`src/usbhpc_pkg.sv`:
```
`timescale 1ns / 1ps
// Shared types and codes for the hub port-change sequencer.
// No dependencies.
package usbhpc_pkg;

   localparam int MAX_CHILDREN_DEF = 7;
   localparam int REQ_DATA_W       = 56;
   localparam int RSP_DATA_W       = 32;
   localparam int CSR_DATA_W       = 10;
   localparam int CSR_ADDR_W       = 2;
   localparam int QUEUE_DEPTH      = 2;

   typedef enum logic [1:0] {
      CSR_NUM_PORTS   = 2'd0,
      CSR_POWER_UNITS = 2'd1,
      CSR_HUB_DEPTH   = 2'd2,
      CSR_RESET_WAIT  = 2'd3
   } csr_addr_type;

   typedef enum logic [1:0] {
      KIND_BITMAP = 2'd0,
      KIND_XFER   = 2'd1,
      KIND_TIMER  = 2'd2,
      KIND_ENUM   = 2'd3
   } req_kind_type;

   typedef enum logic [2:0] {
      CMD_GET_STATUS = 3'd0,
      CMD_CLEAR_FEAT = 3'd1,
      CMD_ARM_TIMER  = 3'd2,
      CMD_SET_RESET  = 3'd3,
      CMD_ENUMERATE  = 3'd4,
      CMD_POWER      = 3'd5,
      CMD_SCAN_DONE  = 3'd6,
      CMD_HALTED     = 3'd7
   } cmd_type;

   localparam logic [2:0] FEAT_CONNECT = 3'd0;
   localparam logic [2:0] FEAT_ENABLE  = 3'd1;
   localparam logic [2:0] FEAT_SUSPEND = 3'd2;
   localparam logic [2:0] FEAT_OVERCUR = 3'd3;
   localparam logic [2:0] FEAT_RESET   = 3'd4;

   localparam logic [1:0] PWR_ATTACH  = 2'd0;
   localparam logic [1:0] PWR_DETACH  = 2'd1;
   localparam logic [1:0] PWR_SUSPEND = 2'd2;
   localparam logic [1:0] PWR_RESUME  = 2'd3;

   typedef struct packed {
      logic [3:0] num_ports;
      logic [7:0] power_units;
      logic [2:0] hub_depth;
      logic [9:0] reset_first_wait;
   } cfg_type;

   typedef struct packed {
      req_kind_type kind;
      logic [15:0]  change_bitmap;
      logic         xfer_ok;
      logic [15:0]  port_status;
      logic [15:0]  port_change;
      logic         enum_ok;
   } req_item_type;

   typedef struct packed {
      cmd_type     cmd;
      logic [3:0]  port;
      logic [2:0]  feature;
      logic [15:0] wait_ms;
      logic [1:0]  speed;
      logic [1:0]  power_code;
      logic [2:0]  child_slot;
      logic        last;
   } rsp_item_type;

endpackage

```
`src/usbhpc_front.sv`:
```
`timescale 1ns / 1ps
// Front end: takes request beats, tags them by kind and queues them.
// Depends on usbhpc_pkg.
module usbhpc_front (
   input  logic                      clock,
   input  logic                      reset,
   input  logic                      in_valid,
   output logic                      in_ready,
   input  logic [1:0]                in_kind,
   input  logic [15:0]               in_bitmap,
   input  logic                      in_xfer_ok,
   input  logic [15:0]               in_status,
   input  logic [15:0]               in_change,
   input  logic                      in_enum_ok,
   output logic                      q_valid,
   input  logic                      q_pop,
   output usbhpc_pkg::req_item_type  q_item
);
   import usbhpc_pkg::*;

   req_item_type q_ff [QUEUE_DEPTH];
   logic         wr_ptr_ff, wr_ptr_in;
   logic         rd_ptr_ff, rd_ptr_in;
   logic [1:0]   cnt_ff, cnt_in;
   logic         push;
   req_item_type item;

   always_comb begin
      // every 2-bit value is a defined kind
      item.kind          = req_kind_type'(in_kind);
      item.change_bitmap = in_bitmap;
      item.xfer_ok       = in_xfer_ok;
      item.port_status   = in_status;
      item.port_change   = in_change;
      item.enum_ok       = in_enum_ok;
   end

   assign in_ready  = (cnt_ff != 2'(QUEUE_DEPTH));
   assign push      = in_valid && in_ready;
   assign q_valid   = (cnt_ff != 2'd0);
   assign q_item    = q_ff[rd_ptr_ff];
   assign wr_ptr_in = push ? ~wr_ptr_ff : wr_ptr_ff;
   assign rd_ptr_in = q_pop ? ~rd_ptr_ff : rd_ptr_ff;
   assign cnt_in    = cnt_ff + 2'(push) - 2'(q_pop);

   always_ff @(posedge clock) begin
      if (reset) begin
         wr_ptr_ff <= 1'b0;
         rd_ptr_ff <= 1'b0;
         cnt_ff    <= 2'd0;
      end else begin
         wr_ptr_ff <= wr_ptr_in;
         rd_ptr_ff <= rd_ptr_in;
         cnt_ff    <= cnt_in;
      end
   end

   always_ff @(posedge clock) begin
      if (push) begin
         q_ff[wr_ptr_ff] <= item;
      end
   end
endmodule

```
`src/usbhpc_engine.sv`:
```
`timescale 1ns / 1ps
// Back end: port-change state machine, runs one queued event and
// plays its commands out one beat at a time. Depends on usbhpc_pkg.
module usbhpc_engine #(
   parameter int MAX_CHILDREN = usbhpc_pkg::MAX_CHILDREN_DEF
) (
   input  logic                      clock,
   input  logic                      reset,
   input  usbhpc_pkg::cfg_type       cfg,
   input  logic                      q_valid,
   output logic                      q_pop,
   input  usbhpc_pkg::req_item_type  q_item,
   output logic                      out_valid,
   input  logic                      out_ready,
   output usbhpc_pkg::rsp_item_type  out_item
);
   import usbhpc_pkg::*;

   localparam int IDX_W = $clog2(MAX_CHILDREN + 1);

   typedef enum logic [3:0] {
      ST_IDLE, ST_GOT_STATUS, ST_CONN_DONE, ST_EN_DONE, ST_SUSP_DONE, ST_RST_DONE,
      ST_OC, ST_OC_CONT, ST_OC_DONE, ST_DEB_WAIT, ST_DEB_STATUS, ST_RST_START,
      ST_RST_STATUS, ST_RST_COMPLETE, ST_DISCONNECT, ST_ENUM_WAIT
   } state_type;

   state_type    ps_ff, ps_in, ns_ff, ns_in;
   logic [3:0]   sp_ff, sp_in;
   logic [15:0]  pend_ff, pend_in, ss_ff, ss_in, sc_ff, sc_in;
   logic [15:0]  dw_ff, dw_in, rw_ff, rw_in;
   logic [2:0]   de_ff, de_in, rt_ff, rt_in;
   logic [1:0]   spd_ff, spd_in;
   logic [2:0]   cslot_ff, cslot_in;
   logic         cv_ff [MAX_CHILDREN];
   logic         cv_in [MAX_CHILDREN];
   logic [3:0]   cport_ff [MAX_CHILDREN];
   logic [3:0]   cport_in [MAX_CHILDREN];
   rsp_item_type res_ff [3];
   rsp_item_type res_in [3];
   logic [1:0]   cnt_in;
   logic [1:0]   rem_ff, rem_in;
   logic [1:0]   idx_ff, idx_in;

   function automatic logic halted(state_type s);
      return s == ST_OC || s == ST_OC_CONT || s == ST_DISCONNECT;
   endfunction

   function automatic logic [15:0] sat_add(logic [15:0] a, logic [15:0] b);
      logic [16:0] v;
      v = {1'b0, a} + {1'b0, b};
      return v[16] ? 16'hFFFF : v[15:0];
   endfunction

   function automatic rsp_item_type mk(cmd_type c, logic [3:0] p, logic [2:0] f,
                                       logic [15:0] w, logic [1:0] s,
                                       logic [1:0] pc, logic [2:0] sl);
      rsp_item_type r;
      r.cmd        = c;
      r.port       = (c == CMD_SCAN_DONE || c == CMD_HALTED) ? 4'd0 : p;
      r.feature    = f;
      r.wait_ms    = w;
      r.speed      = s;
      r.power_code = pc;
      r.child_slot = sl;
      r.last       = 1'b0;
      return r;
   endfunction

   // {hit, port}: first marked port from start up to num_ports
   function automatic logic [4:0] scan_find(logic [15:0] pend, logic [4:0] start,
                                            logic [3:0] np);
      logic       hit;
      logic [3:0] port;
      hit  = 1'b0;
      port = 4'd0;
      for (int p = 1; p < 16; p++) begin
         if (!hit && 5'(p) >= start && 4'(p) <= np && pend[p]) begin
            hit  = 1'b1;
            port = 4'(p);
         end
      end
      return {hit, port};
   endfunction

   assign q_pop     = q_valid && (rem_ff == 2'd0);
   assign out_valid = (rem_ff != 2'd0);
   assign out_item  = res_ff[idx_ff];

   always_comb begin
      logic            walk;
      state_type       ws;
      logic            scan_go;
      logic [4:0]      scan_st;
      logic [4:0]      found;
      logic            known;
      logic [IDX_W-1:0] free_slot;
      logic [15:0]     st;

      ps_in = ps_ff;  ns_in = ns_ff;  sp_in = sp_ff;  pend_in = pend_ff;
      ss_in = ss_ff;  sc_in = sc_ff;  dw_in = dw_ff;  rw_in = rw_ff;
      de_in = de_ff;  rt_in = rt_ff;  spd_in = spd_ff; cslot_in = cslot_ff;
      cv_in = cv_ff;  cport_in = cport_ff;
      res_in  = res_ff;
      cnt_in  = 2'd0;
      walk    = 1'b0;
      ws      = ST_IDLE;
      scan_go = 1'b0;
      scan_st = 5'd1;
      known   = 1'b0;
      free_slot = IDX_W'(MAX_CHILDREN);
      st      = q_item.port_status;
      found   = 5'd0;

      if (halted(ps_ff)) begin
         res_in[0] = mk(CMD_HALTED, sp_in, 3'd0, 16'd0, 2'd0, 2'd0, 3'd0);
         cnt_in    = 2'd1;
      end else begin
         case (q_item.kind)
            KIND_BITMAP: begin
               if (ns_ff == ST_IDLE) begin
                  pend_in = q_item.change_bitmap;
                  ps_in   = ST_IDLE;
                  scan_go = 1'b1;
                  scan_st = 5'd1;
               end
            end
            KIND_XFER: begin
               if (q_item.xfer_ok) begin
                  if (ns_ff == ST_DEB_WAIT || ns_ff == ST_DEB_STATUS) begin
                     ps_in = ns_ff;
                     walk  = 1'b0;
                     if (ns_ff == ST_DEB_STATUS && st[0] && dw_ff > 16'd200) begin
                        ns_in = ST_RST_START;
                        rw_in = {6'd0, cfg.reset_first_wait};
                        rt_in = 3'd0;
                        res_in[0] = mk(CMD_SET_RESET, sp_in, 3'd0, 16'd0, 2'd0, 2'd0,
                                       3'd0);
                        cnt_in = 2'd1;
                     end else begin
                        if (ns_ff == ST_DEB_STATUS && !st[0]) begin
                           dw_in = 16'd100;
                           if (de_ff < 3'd7) de_in = de_ff + 3'd1;
                           if (de_in > 3'd3) walk = 1'b1;
                        end
                        if (walk) begin
                           ns_in = ST_CONN_DONE;
                           ws    = ST_CONN_DONE;
                        end else begin
                           ns_in = ST_DEB_STATUS;
                           res_in[0] = mk(CMD_ARM_TIMER, sp_in, 3'd0, dw_in, 2'd0,
                                          2'd0, 3'd0);
                           cnt_in = 2'd1;
                        end
                     end
                  end else if (ns_ff == ST_RST_START || ns_ff == ST_RST_STATUS) begin
                     ps_in = ns_ff;
                     if (ns_ff == ST_RST_STATUS && (!st[0] || (!st[1] && rt_ff >= 3'd5)))
                     begin
                        walk  = 1'b1;
                        ns_in = ST_CONN_DONE;
                        ws    = ST_CONN_DONE;
                     end else if (ns_ff == ST_RST_STATUS && st[1]) begin
                        spd_in = st[9] ? 2'd1 : (st[10] ? 2'd3 : 2'd2);
                        ns_in  = ST_RST_COMPLETE;
                        res_in[0] = mk(CMD_CLEAR_FEAT, sp_in, FEAT_RESET, 16'd0, 2'd0,
                                       2'd0, 3'd0);
                        cnt_in = 2'd1;
                     end else begin
                        if (ns_ff == ST_RST_STATUS && rw_ff > 16'd100) begin
                           rt_in = rt_ff + 3'd1;
                           rw_in = 16'd10;
                        end
                        ns_in = ST_RST_STATUS;
                        res_in[0] = mk(CMD_ARM_TIMER, sp_in, 3'd0, rw_in, 2'd0, 2'd0,
                                       3'd0);
                        cnt_in = 2'd1;
                     end
                  end else if (ns_ff == ST_RST_COMPLETE) begin
                     ps_in = ST_RST_COMPLETE;
                     for (int i = 0; i < MAX_CHILDREN; i++) begin
                        if (!known) begin
                           if (cv_ff[i]) begin
                              if (cport_ff[i] == sp_ff) known = 1'b1;
                           end else if (free_slot == IDX_W'(MAX_CHILDREN)) begin
                              free_slot = IDX_W'(i);
                           end
                        end
                     end
                     walk = 1'b1;
                     if (!known && free_slot != IDX_W'(MAX_CHILDREN)) begin
                        cslot_in = 3'(free_slot);
                        if (cfg.hub_depth < 3'd6) begin
                           walk  = 1'b0;
                           ns_in = ST_ENUM_WAIT;
                           res_in[0] = mk(CMD_ENUMERATE, sp_in, 3'd0, 16'd0, spd_ff,
                                          2'd0, cslot_in);
                           cnt_in = 2'd1;
                        end
                     end
                     if (walk) begin
                        ns_in = ST_CONN_DONE;
                        ws    = ST_CONN_DONE;
                     end
                  end else if (ns_ff != ST_IDLE && ns_ff != ST_OC_CONT &&
                               ns_ff != ST_ENUM_WAIT) begin
                     walk = 1'b1;
                     ws   = ns_ff;
                  end
               end
            end
            KIND_TIMER: begin
               if (ns_ff == ST_DEB_STATUS) begin
                  dw_in = sat_add(dw_ff, 16'd50);
                  res_in[0] = mk(CMD_GET_STATUS, sp_in, 3'd0, 16'd0, 2'd0, 2'd0, 3'd0);
                  cnt_in = 2'd1;
               end else if (ns_ff == ST_RST_STATUS) begin
                  rw_in = sat_add(rw_ff, 16'd20);
                  res_in[0] = mk(CMD_GET_STATUS, sp_in, 3'd0, 16'd0, 2'd0, 2'd0, 3'd0);
                  cnt_in = 2'd1;
               end
            end
            default: begin
               if (ns_ff == ST_ENUM_WAIT) begin
                  if (q_item.enum_ok && int'(cslot_ff) < MAX_CHILDREN) begin
                     res_in[0] = mk(CMD_POWER, sp_in, 3'd0, 16'd0, 2'd0, PWR_ATTACH,
                                    3'd0);
                     cnt_in = 2'd1;
                     for (int i = 0; i < MAX_CHILDREN; i++) begin
                        if (int'(cslot_ff) == i) begin
                           cv_in[i]    = 1'b1;
                           cport_in[i] = sp_ff;
                        end
                     end
                  end
                  walk  = 1'b1;
                  ns_in = ST_CONN_DONE;
                  ws    = ST_CONN_DONE;
               end
            end
         endcase
      end

      // status walk: clear each set change feature in order
      for (int k = 0; k < 7; k++) begin
         if (walk) begin
            ps_in = ws;
            walk  = 1'b0;
            case (ws)
               ST_GOT_STATUS: begin
                  ss_in = q_item.port_status;
                  sc_in = q_item.port_change;
                  if (!sc_in[0]) begin
                     ws = ST_CONN_DONE; walk = 1'b1;
                  end else if (ss_in[0]) begin
                     dw_in = 16'd100;
                     de_in = 3'd0;
                     ns_in = (cfg.power_units < 8'd5) ? ST_DEB_WAIT : ST_CONN_DONE;
                     res_in[cnt_in] = mk(CMD_CLEAR_FEAT, sp_in, FEAT_CONNECT, 16'd0,
                                         2'd0, 2'd0, 3'd0);
                     cnt_in = cnt_in + 2'd1;
                  end else begin
                     ns_in = ST_DISCONNECT;
                     res_in[cnt_in] = mk(CMD_POWER, sp_in, 3'd0, 16'd0, 2'd0,
                                         PWR_DETACH, 3'd0);
                     res_in[cnt_in + 2'd1] = mk(CMD_CLEAR_FEAT, sp_in, FEAT_CONNECT,
                                                16'd0, 2'd0, 2'd0, 3'd0);
                     cnt_in = cnt_in + 2'd2;
                  end
               end
               ST_CONN_DONE: begin
                  if (!sc_in[1]) begin
                     ws = ST_EN_DONE; walk = 1'b1;
                  end else begin
                     ns_in = ST_EN_DONE;
                     res_in[cnt_in] = mk(CMD_CLEAR_FEAT, sp_in, FEAT_ENABLE, 16'd0,
                                         2'd0, 2'd0, 3'd0);
                     cnt_in = cnt_in + 2'd1;
                  end
               end
               ST_EN_DONE: begin
                  if (!sc_in[2]) begin
                     ws = ST_SUSP_DONE; walk = 1'b1;
                  end else begin
                     ns_in = ST_SUSP_DONE;
                     res_in[cnt_in] = mk(CMD_POWER, sp_in, 3'd0, 16'd0, 2'd0,
                                         ss_in[2] ? PWR_SUSPEND : PWR_RESUME, 3'd0);
                     res_in[cnt_in + 2'd1] = mk(CMD_CLEAR_FEAT, sp_in, FEAT_SUSPEND,
                                                16'd0, 2'd0, 2'd0, 3'd0);
                     cnt_in = cnt_in + 2'd2;
                  end
               end
               ST_SUSP_DONE: begin
                  if (!sc_in[3]) begin
                     ws = ST_OC_DONE; walk = 1'b1;
                  end else begin
                     ns_in = ss_in[3] ? ST_OC : ST_OC_DONE;
                     res_in[cnt_in] = mk(CMD_CLEAR_FEAT, sp_in, FEAT_OVERCUR, 16'd0,
                                         2'd0, 2'd0, 3'd0);
                     cnt_in = cnt_in + 2'd1;
                  end
               end
               ST_OC_DONE: begin
                  if (!sc_in[4]) begin
                     ws = ST_RST_DONE; walk = 1'b1;
                  end else begin
                     ns_in = ST_RST_DONE;
                     res_in[cnt_in] = mk(CMD_CLEAR_FEAT, sp_in, FEAT_RESET, 16'd0,
                                         2'd0, 2'd0, 3'd0);
                     cnt_in = cnt_in + 2'd1;
                  end
               end
               ST_RST_DONE: begin
                  ps_in   = ST_IDLE;
                  ns_in   = ST_IDLE;
                  scan_go = 1'b1;
                  scan_st = {1'b0, sp_in} + 5'd1;
               end
               default: begin
                  if (halted(ws)) begin
                     res_in[cnt_in] = mk(CMD_HALTED, sp_in, 3'd0, 16'd0, 2'd0, 2'd0,
                                         3'd0);
                     cnt_in = cnt_in + 2'd1;
                  end
               end
            endcase
         end
      end

      if (scan_go) begin
         found = scan_find(pend_in, scan_st, cfg.num_ports);
         if (found[4]) begin
            sp_in = found[3:0];
            ns_in = ST_GOT_STATUS;
            res_in[cnt_in] = mk(CMD_GET_STATUS, sp_in, 3'd0, 16'd0, 2'd0, 2'd0, 3'd0);
         end else begin
            sp_in = 4'd1;
            res_in[cnt_in] = mk(CMD_SCAN_DONE, sp_in, 3'd0, 16'd0, 2'd0, 2'd0, 3'd0);
         end
         cnt_in = cnt_in + 2'd1;
      end

      if (cnt_in != 2'd0) res_in[cnt_in - 2'd1].last = 1'b1;

      if (q_pop) begin
         rem_in = cnt_in;
         idx_in = 2'd0;
      end else begin
         rem_in = rem_ff;
         idx_in = idx_ff;
         if (out_valid && out_ready) begin
            rem_in = rem_ff - 2'd1;
            idx_in = idx_ff + 2'd1;
         end
      end
   end

   always_ff @(posedge clock) begin
      if (reset) begin
         ps_ff <= ST_IDLE;  ns_ff <= ST_IDLE;  sp_ff <= 4'd1;
         pend_ff <= '0;  ss_ff <= '0;  sc_ff <= '0;  dw_ff <= '0;  rw_ff <= '0;
         de_ff <= '0;  rt_ff <= '0;  spd_ff <= '0;  cslot_ff <= '0;
         for (int i = 0; i < MAX_CHILDREN; i++) begin
            cv_ff[i]    <= 1'b0;
            cport_ff[i] <= 4'd0;
         end
         rem_ff <= 2'd0;
         idx_ff <= 2'd0;
      end else begin
         if (q_pop) begin
            ps_ff <= ps_in;  ns_ff <= ns_in;  sp_ff <= sp_in;  pend_ff <= pend_in;
            ss_ff <= ss_in;  sc_ff <= sc_in;  dw_ff <= dw_in;  rw_ff <= rw_in;
            de_ff <= de_in;  rt_ff <= rt_in;  spd_ff <= spd_in; cslot_ff <= cslot_in;
            cv_ff <= cv_in;  cport_ff <= cport_in;
            res_ff <= res_in;
         end
         rem_ff <= rem_in;
         idx_ff <= idx_in;
      end
   end
endmodule

```
`src/usb_hub_port_change_sequencer_top.sv`:
```
`timescale 1ns / 1ps
// USB hub port-change sequencer: events go in, hub commands come out, one to three
// command beats per event (tlast on the final one), none for ignored events. An event
// is queued in a two-entry front queue; the back end pops it, runs it and plays its command
// beats out one at a time, taking no new event until every beat of the last one is taken.
// Depends on usbhpc_pkg, usbhpc_front, usbhpc_engine.
module usb_hub_port_change_sequencer_top #(
   parameter int MAX_CHILDREN = usbhpc_pkg::MAX_CHILDREN_DEF
) (
   input  logic                                  clock,
   input  logic                                  reset,
   input  logic                                  csr_we,
   input  logic [usbhpc_pkg::CSR_ADDR_W-1:0]     csr_addr,
   input  logic [usbhpc_pkg::CSR_DATA_W-1:0]     csr_wdata,
   input  logic                                  req_tvalid,
   output logic                                  req_tready,
   // change_bitmap[15:0], xfer_ok[16], port_status[32:17], port_change[48:33],
   // enum_ok[49]
   input  logic [usbhpc_pkg::REQ_DATA_W-1:0]     req_tdata,
   // req_type[1:0]
   input  logic [1:0]                            req_tuser,
   output logic                                  rsp_tvalid,
   input  logic                                  rsp_tready,
   // port[3:0], feature[6:4], wait_ms[22:7], speed[24:23], power_code[26:25],
   // child_slot[29:27]
   output logic [usbhpc_pkg::RSP_DATA_W-1:0]     rsp_tdata,
   // cmd[2:0]
   output logic [2:0]                            rsp_tuser,
   output logic                                  rsp_tlast
);
   import usbhpc_pkg::*;

   cfg_type      cfg_ff;
   req_item_type q_item;
   rsp_item_type out_item;
   logic         q_valid, q_pop;

   always_ff @(posedge clock) begin
      if (reset) begin
         cfg_ff.num_ports        <= 4'd4;
         cfg_ff.power_units      <= 8'd0;
         cfg_ff.hub_depth        <= 3'd0;
         cfg_ff.reset_first_wait <= 10'd10;
      end else if (csr_we) begin
         case (csr_addr)
            CSR_NUM_PORTS:   cfg_ff.num_ports        <= csr_wdata[3:0];
            CSR_POWER_UNITS: cfg_ff.power_units      <= csr_wdata[7:0];
            CSR_HUB_DEPTH:   cfg_ff.hub_depth        <= csr_wdata[2:0];
            CSR_RESET_WAIT:  cfg_ff.reset_first_wait <= csr_wdata;
            default: ;
         endcase
      end
   end

   usbhpc_front u_front (
      .clock      (clock),
      .reset      (reset),
      .in_valid   (req_tvalid),
      .in_ready   (req_tready),
      .in_kind    (req_tuser),
      .in_bitmap  (req_tdata[15:0]),
      .in_xfer_ok (req_tdata[16]),
      .in_status  (req_tdata[32:17]),
      .in_change  (req_tdata[48:33]),
      .in_enum_ok (req_tdata[49]),
      .q_valid    (q_valid),
      .q_pop      (q_pop),
      .q_item     (q_item)
   );

   usbhpc_engine #(.MAX_CHILDREN(MAX_CHILDREN)) u_engine (
      .clock     (clock),
      .reset     (reset),
      .cfg       (cfg_ff),
      .q_valid   (q_valid),
      .q_pop     (q_pop),
      .q_item    (q_item),
      .out_valid (rsp_tvalid),
      .out_ready (rsp_tready),
      .out_item  (out_item)
   );

   assign rsp_tuser = out_item.cmd;
   assign rsp_tlast = out_item.last;
   assign rsp_tdata = {2'b00, out_item.child_slot, out_item.power_code, out_item.speed,
                       out_item.wait_ms, out_item.feature, out_item.port};
endmodule

```
`config.mk`:
```
export PLATFORM = sky130hd
export DESIGN_NAME = usb_hub_port_change_sequencer_top
export DESIGN_NICKNAME = d
export VERILOG_FILES = /design/src/usbhpc_pkg.sv /design/src/usbhpc_front.sv /design/src/usbhpc_engine.sv /design/src/usb_hub_port_change_sequencer_top.sv
export SDC_FILE = /design/constraint.sdc
export NUM_CORES = 1
export LEC_CHECK = 0
export ABC_CLOCK_PERIOD_IN_PS = 10250
export BUFFER_PORTS_ARGS = -buffer_cell sky130_fd_sc_hd__buf_4
export CORE_MARGIN = 10
export CORE_UTILIZATION = 40
export DETAILED_ROUTE_END_ITERATION = 8
export PLACE_DENSITY = 0.6
export SLEW_MARGIN = 20
export SYNTH_ARGS = -nofsm -noshare
export SYNTH_HDL_FRONTEND = slang
export SYNTH_SLANG_ARGS = --single-unit
```
`constraint.sdc`:
```
create_clock -name clock -period 10.25 [get_ports clock]
set_input_delay 2.5625 -clock clock [delete_from_list [all_inputs] [get_ports clock]]
set_output_delay 2.5625 -clock clock [all_outputs]
set_load 0.05 [all_outputs]
```
; Word-level counts from Yosys, hierarchy flattened
; Memory sizes are Yosys's and may differ from the RTL's. A register that Yosys moved wholly into a read port is not among the register bits.
; Cells that the tools add are included.
[word_totals]
reg_bits = 273
mem_bits_rw = 104
in_bits = 75
output_inout_bits = 38
word_cells = 1272
n_memories = 1
[op_classes]
addsub = 25
magnitude_cmp = 71
eq_ne = 114
muxes = 806
bitwise = 49
reduce_logical = 146
[memory_table]
columns = memory, depth, word_bits, rd, rd_ports_with_merged_regs, wr, line
row1 = u_front.q_ff, 2, 52, 1, 1, 1, usbhpc_front.sv:21  ; req_item_type q_ff [QUEUE_DEPTH];
[ops]
columns = cell, n
row1 = 102-bit two-way mux, 59
row2 = 102-bit bitwise mux, 58
row3 = 102-bit case mux with 6 select lines, 7
row4 = 16-bit two-way mux, 76
row5 = 34-bit demux with 2-bit select, 16
row6 = 34-bit two-way mux, 31
row7 = 93-bit AND, 7
row8 = 93-bit inverter, 7
row9 = 4-bit two-way mux, 138
row10 = 3-bit two-way mux, 112
row11 = 1-bit two-way mux, 184
row12 = 4-bit case mux with 6 select lines, 7
row13 = 2-bit two-way mux, 75
row14 = "4-bit by 3-bit == test with 1-bit output, second input constant", 30
row15 = 4-bit case mux with 5 select lines, 6
row16 = 34-bit case mux with 3 select lines, 1
row17 = 96-bit AND, 1
row18 = 96-bit inverter, 1
row19 = "4-bit == test, second input constant", 21
row20 = 2-bit case mux with 6 select lines, 7
row21 = 1-bit logical AND, 74
row22 = 5-bit two-way mux, 14
row23 = 34-bit binary-select mux with 2-bit select, 1
row24 = 16-bit case mux with 2 select lines, 2
row25 = 67 further kinds, 276

; Logic depth before layout (Yosys ltp)
[logic_depth]
ltp_word = 198
mapped_depth = 43
mapped_depth_nobuf = 37

; Modules after synthesis
; A second synthesis with hierarchy kept.
[unflattened]
hier_cells = 2869
area_unflattened_um2 = 23719.0
[modules_own_cells]
columns = mod, n_inst, cells_each, area_per_inst_um2, seq_area_each_um2
row1 = usbhpc_engine, 1, 2577, 18645.4, 5365.1
row2 = usbhpc_front, 1, 190, 3997.6, 3223.1
row3 = usb_hub_port_change_sequencer_top, 1, 102, 1076.0, 500.5

; Worst setup path after synthesis
; Ideal clock, no wire load.
[synth_timing]
path_kind = reg-to-reg
startpoint = register (tool-made name)
endpoint = register u_engine.res_ff[10] (netlist name), data pin
setup_time_ns = 0.131
arrival_ns = 9.041
t_required_ns = 10.119
slack_ns = 1.078
path_stages_with_launch = 42
path_buffers = 9
synth_period_minus_slack_ns = 9.172
path_cell_list = dfxtp_1 buf_2 buf_1 buf_1 buf_1 mux2i_1 inv_1 ha_1 clkbuf_1 a2111o_1 or3_1 buf_2 a21oi_2 nand2_1 clkbuf_1 nor2_1 a21oi_1 a31o_2 [6 not listed] ha_1 nor2b_1 a211o_1 and2_4 ha_1 nand2_1 a21oi_1 ha_1 o221ai_2 a31oi_1 ha_1 and2_1 clkbuf_1 nor2_1 nand2_1 nor2_1 buf_2 and2_1
[synth_lines]
columns = element, line
row1 = to (signal assigned), usbhpc_engine.sv:374  ; res_ff <= res_in;
row2 = to (decl), usbhpc_engine.sv:38  ; rsp_item_type res_ff [3];

==> results.yml <==
cts:
  clockBufferDepth: 3
  cts_buffers: 38
  ctsHoldBuffers: 0
  h-tree-depth: 2
  clock_latency_ns: 0.59
  cts_tree: "built"
  cts_resized: 0
  clock-sinks: 306
  clk_pin_slew_ns: 0.06
  root_buffer: "clkbuf_16"
  postCtsSetupBuffers: 0
detailed_routing:
  drc_errors: 0
  drtPass1Iterations: 6
  drt_iter0_markers: 2978
  routedWlPerCell_um: 27.5
  via_count: 22940
  vias_per_cell: 6.46
  wirelength_um: 97500
  drtAntennaViolNets: 0
worst_hold_path:
  hold_path_depth: 2
  min_from: "cfg_ff[5]"
  whs_endpoint: "cfg_ff[5]"
  hp-class: "reg -> reg"
die:
  die_w_um: 256
  fp.dieArea_mm2: 0.0653
  initial_core_util: 0.404
  ioPinCount: 113
  fp.coreArea_mm2: 0.0550
  rows: 86
  die_y_um: 256
place:
  dpl.cell_count: 3478
  portBuffers: 82
  routabilityCongestion: 1.06
  placed_cell_area_mm2: 0.0237
  dp_hpwl_um: 73400
  dpl_worst_slack_ns: 1.24
timing:
  tightest_slew_ns: 1.12
  fmax_mhz: 108
  worst_slack_ns: 1.01
  hold_viol_final: 0
  finalSetupViolCount: 0
  fin_setup_tns_ns: 0
  period_needed_ns: 9.24
  holdWs_ns: 0.460
  maxSlewViolCount: 0
  skew_ns: 0.0197
  slew_headroom: 0.248
  post-route-period-util: 0.902
  rsz0062_at_grt: "no"
worst_setup_path:
  criticalPathCategory: "reg -> reg"
  cp.arrival_ns: 9.63
  r2r_slack_ns: 1.01
  cp_slowest_stage_delay_ns: 0.66
  reg2reg_depth: 32
  cpMostUsedCell: "ha_1"
  cp-end-kind: "register"
  critPathRequiredTime_ns: 10.64
  critPathMaxFanout: 44
  cp-start-kind: "register"
  r2r_end: "u_engine.res_ff[34]"
  slowest_stage: "a2111oi_4"
final_layout:
  final_util: 0.454
  seqCellArea_mm2: 0.00775
  fin_nets: 2885
  area_delta_synth_final_pct: 12.6
  final_cells: 3549
  final_layout_size_suffix_gt1_frac: 0.125
  multiInputGateArea_mm2: 0.0135
  fin_area_mm2: 0.0250
  fillers: 5432
yosys:
  synthArstFlopShare: 0
  ys_seq_area_frac: 0.349
  syn_avg_cell_area_um2: 8.11
  yosys_warnings: 0
  ys_ff_latch: 306
  synth_edf_count: 162
  ys.flop_type: "edfxtp_1"
  synth_area_mm2: 0.0222
  synthCells: 2738
  ys_types: 119
global_route:
  grt_usage: 0.284
  first_global_vias: 21855
  overflow: 0
  grt_max_degree: 78
  antenna_found_initial: 3
  grt_pass1_wl_um: 143000
power:
  p_per_area_mw_per_mm2: 232
  power.leakage_nw: 8.94
  ir_worst_vdd_mv: 0.186
  total_power_mw: 5.80
run:
  max_cap_violations: 0
outcome:
  status: "finished, final reports clean"
[layout make-up]
class	count	share of cell area
well taps	748	0.0375
diodes	1	0.000100
clock inverters	23	0.0118
multi-input cells	2192	0.539
inverters	58	0.00881
repair buffers	174	0.0523
clock buffers	47	0.0402
flip-flops and latches	306	0.310
[layout by cell type, fill, tap and decap left out, drive strengths merged, types with 21 or more instances in the layout]
| cell type | synthesis | routed |
|---|---|---|
| nand2 | 380 | 380 |
| nor2 | 337 | 337 |
| a21oi | 238 | 238 |
| o21ai | 204 | 204 |
| buf | 57 | 174 |
| edfxtp | 162 | 162 |
| dfxtp | 144 | 144 |
| mux2i | 126 | 126 |
| nor3 | 86 | 86 |
| and2 | 66 | 66 |
| nand3 | 65 | 65 |
| inv | 56 | 60 |
| clkbuf | 126 | 47 |
| a22oi | 44 | 44 |
| a211oi | 43 | 43 |
| a31oi | 41 | 41 |
| ha | 40 | 40 |
| xor2 | 29 | 29 |
| o31ai | 29 | 29 |
| a221oi | 28 | 28 |
| o211ai | 27 | 27 |
| a21o | 23 | 23 |
| nand4 | 21 | 21 |
| nor4 | 21 | 21 |
[metal layers]
| metal | track usage | wire [um] |
|---|---|---|
| met2 | 0.426 | 41500 |
| met3 | 0.0733 | 10200 |
| met5 | 0 | 13 |
| met4 | 0.140 | 5110 |
| met1 | 0.372 | 40700 |
[flip-flops by register name, summed over array words and instances (netlist names), 3 cells and up, named ones only]
register and flops:
u_engine.ns_ff 4, u_engine.dw_ff 16, u_engine.cport_ff 28, cfg_ff 24
u_engine.res_ff 102, u_engine.cv_ff 7, u_front.q_ff 60, u_engine.rt_ff 3
u_engine.rw_ff 16, u_engine.ps_ff 4, u_engine.de_ff 3, u_engine.sp_ff 4
u_engine.cslot_ff 3, u_engine.pend_ff 15, u_engine.sc_ff 4
[cells by family after synthesis]
logic type	count (synthesis)	share of synthesized area
flip-flops	306	0.349
AO/OA/AOI/OAI	884	0.276
multiplexers	137	0.0626
buffers and inverters	241	0.0460
AND/OR/NAND/NOR	1087	0.226
adder cells (fa/ha/maj)	41	0.0230
other	1	0.000169
XOR/XNOR	41	0.0179
[where the power goes]
group	total, mW	internal, mW	switching [mW]
sequential	1.77	1.58	0.192
clock	1.41	0.815	0.598
combinational	2.62	0.802	1.82
total	5.80	3.20	2.60
[synthesized netlist by cell type, types with 11 or more instances]
cell | count | area share
a221oi_1 | 26 | 0.010
o22ai_1 | 16 | 0.0045
xnor2_1 | 11 | 0.0043
o31ai_1 | 24 | 0.0081
nor2b_1 | 16 | 0.0045
o21ai_1 | 19 | 0.0043
buf_2 | 27 | 0.0061
nor4_1 | 19 | 0.0054
buf_1 | 12 | 0.0020
and2_1 | 64 | 0.018
nand2_1 | 377 | 0.064
edfxtp_1 | 162 | 0.22
buf_4 | 14 | 0.0047
nand3_1 | 61 | 0.014
a32oi_1 | 14 | 0.0055
a21oi_1 | 231 | 0.052
nor3_1 | 77 | 0.017
xor2_1 | 25 | 0.0099
a22o_1 | 20 | 0.0079
a211oi_1 | 40 | 0.014
clkbuf_1 | 126 | 0.021
and3_1 | 17 | 0.0048
o221ai_1 | 16 | 0.0063
or3_1 | 20 | 0.0056
inv_1 | 50 | 0.0085
a22oi_1 | 44 | 0.015
o21ai_0 | 183 | 0.041
mux2i_1 | 125 | 0.056
nand2b_1 | 18 | 0.0051
dfxtp_1 | 144 | 0.13
ha_1 | 40 | 0.023
nor2_1 | 335 | 0.057
o211ai_1 | 25 | 0.0085
nand4_1 | 20 | 0.0056
a31oi_1 | 36 | 0.010
mux2_2 | 11 | 0.0056
nand3b_1 | 13 | 0.0044
a21o_1 | 23 | 0.0078
[how the worst max path moves through the flow]
| stage | start | endpoint | slack (ns) |
|---|---|---|---|
| 2_1_floorplan | register | u_engine.res_ff[10] | 1.08 |
| 3_3_place_gp | register | u_engine.res_ff[34] | 1.36 |
| 3_5_place_dp | register | u_engine.res_ff[34] | 1.24 |
| 4_1_cts | register | u_engine.res_ff[34] | 1.22 |
| 5_1_grt | register | u_engine.res_ff[34] | 0.56 |
| 6_report | register | u_engine.res_ff[34] | 1.01 |
[critical path, delay by kind of cell, from the launching register on]
kind                       cells  cell delay [ns]
AOI/OAI and AO/OA             12             3.54
buffers and inverters          4             0.91
and+or+nand+nor               10             2.36
muxes                          1             0.56
DFF                            1             0.39
adders and majority gates      5             1.24
Note: power is estimated with default switching activity, not from simulation.
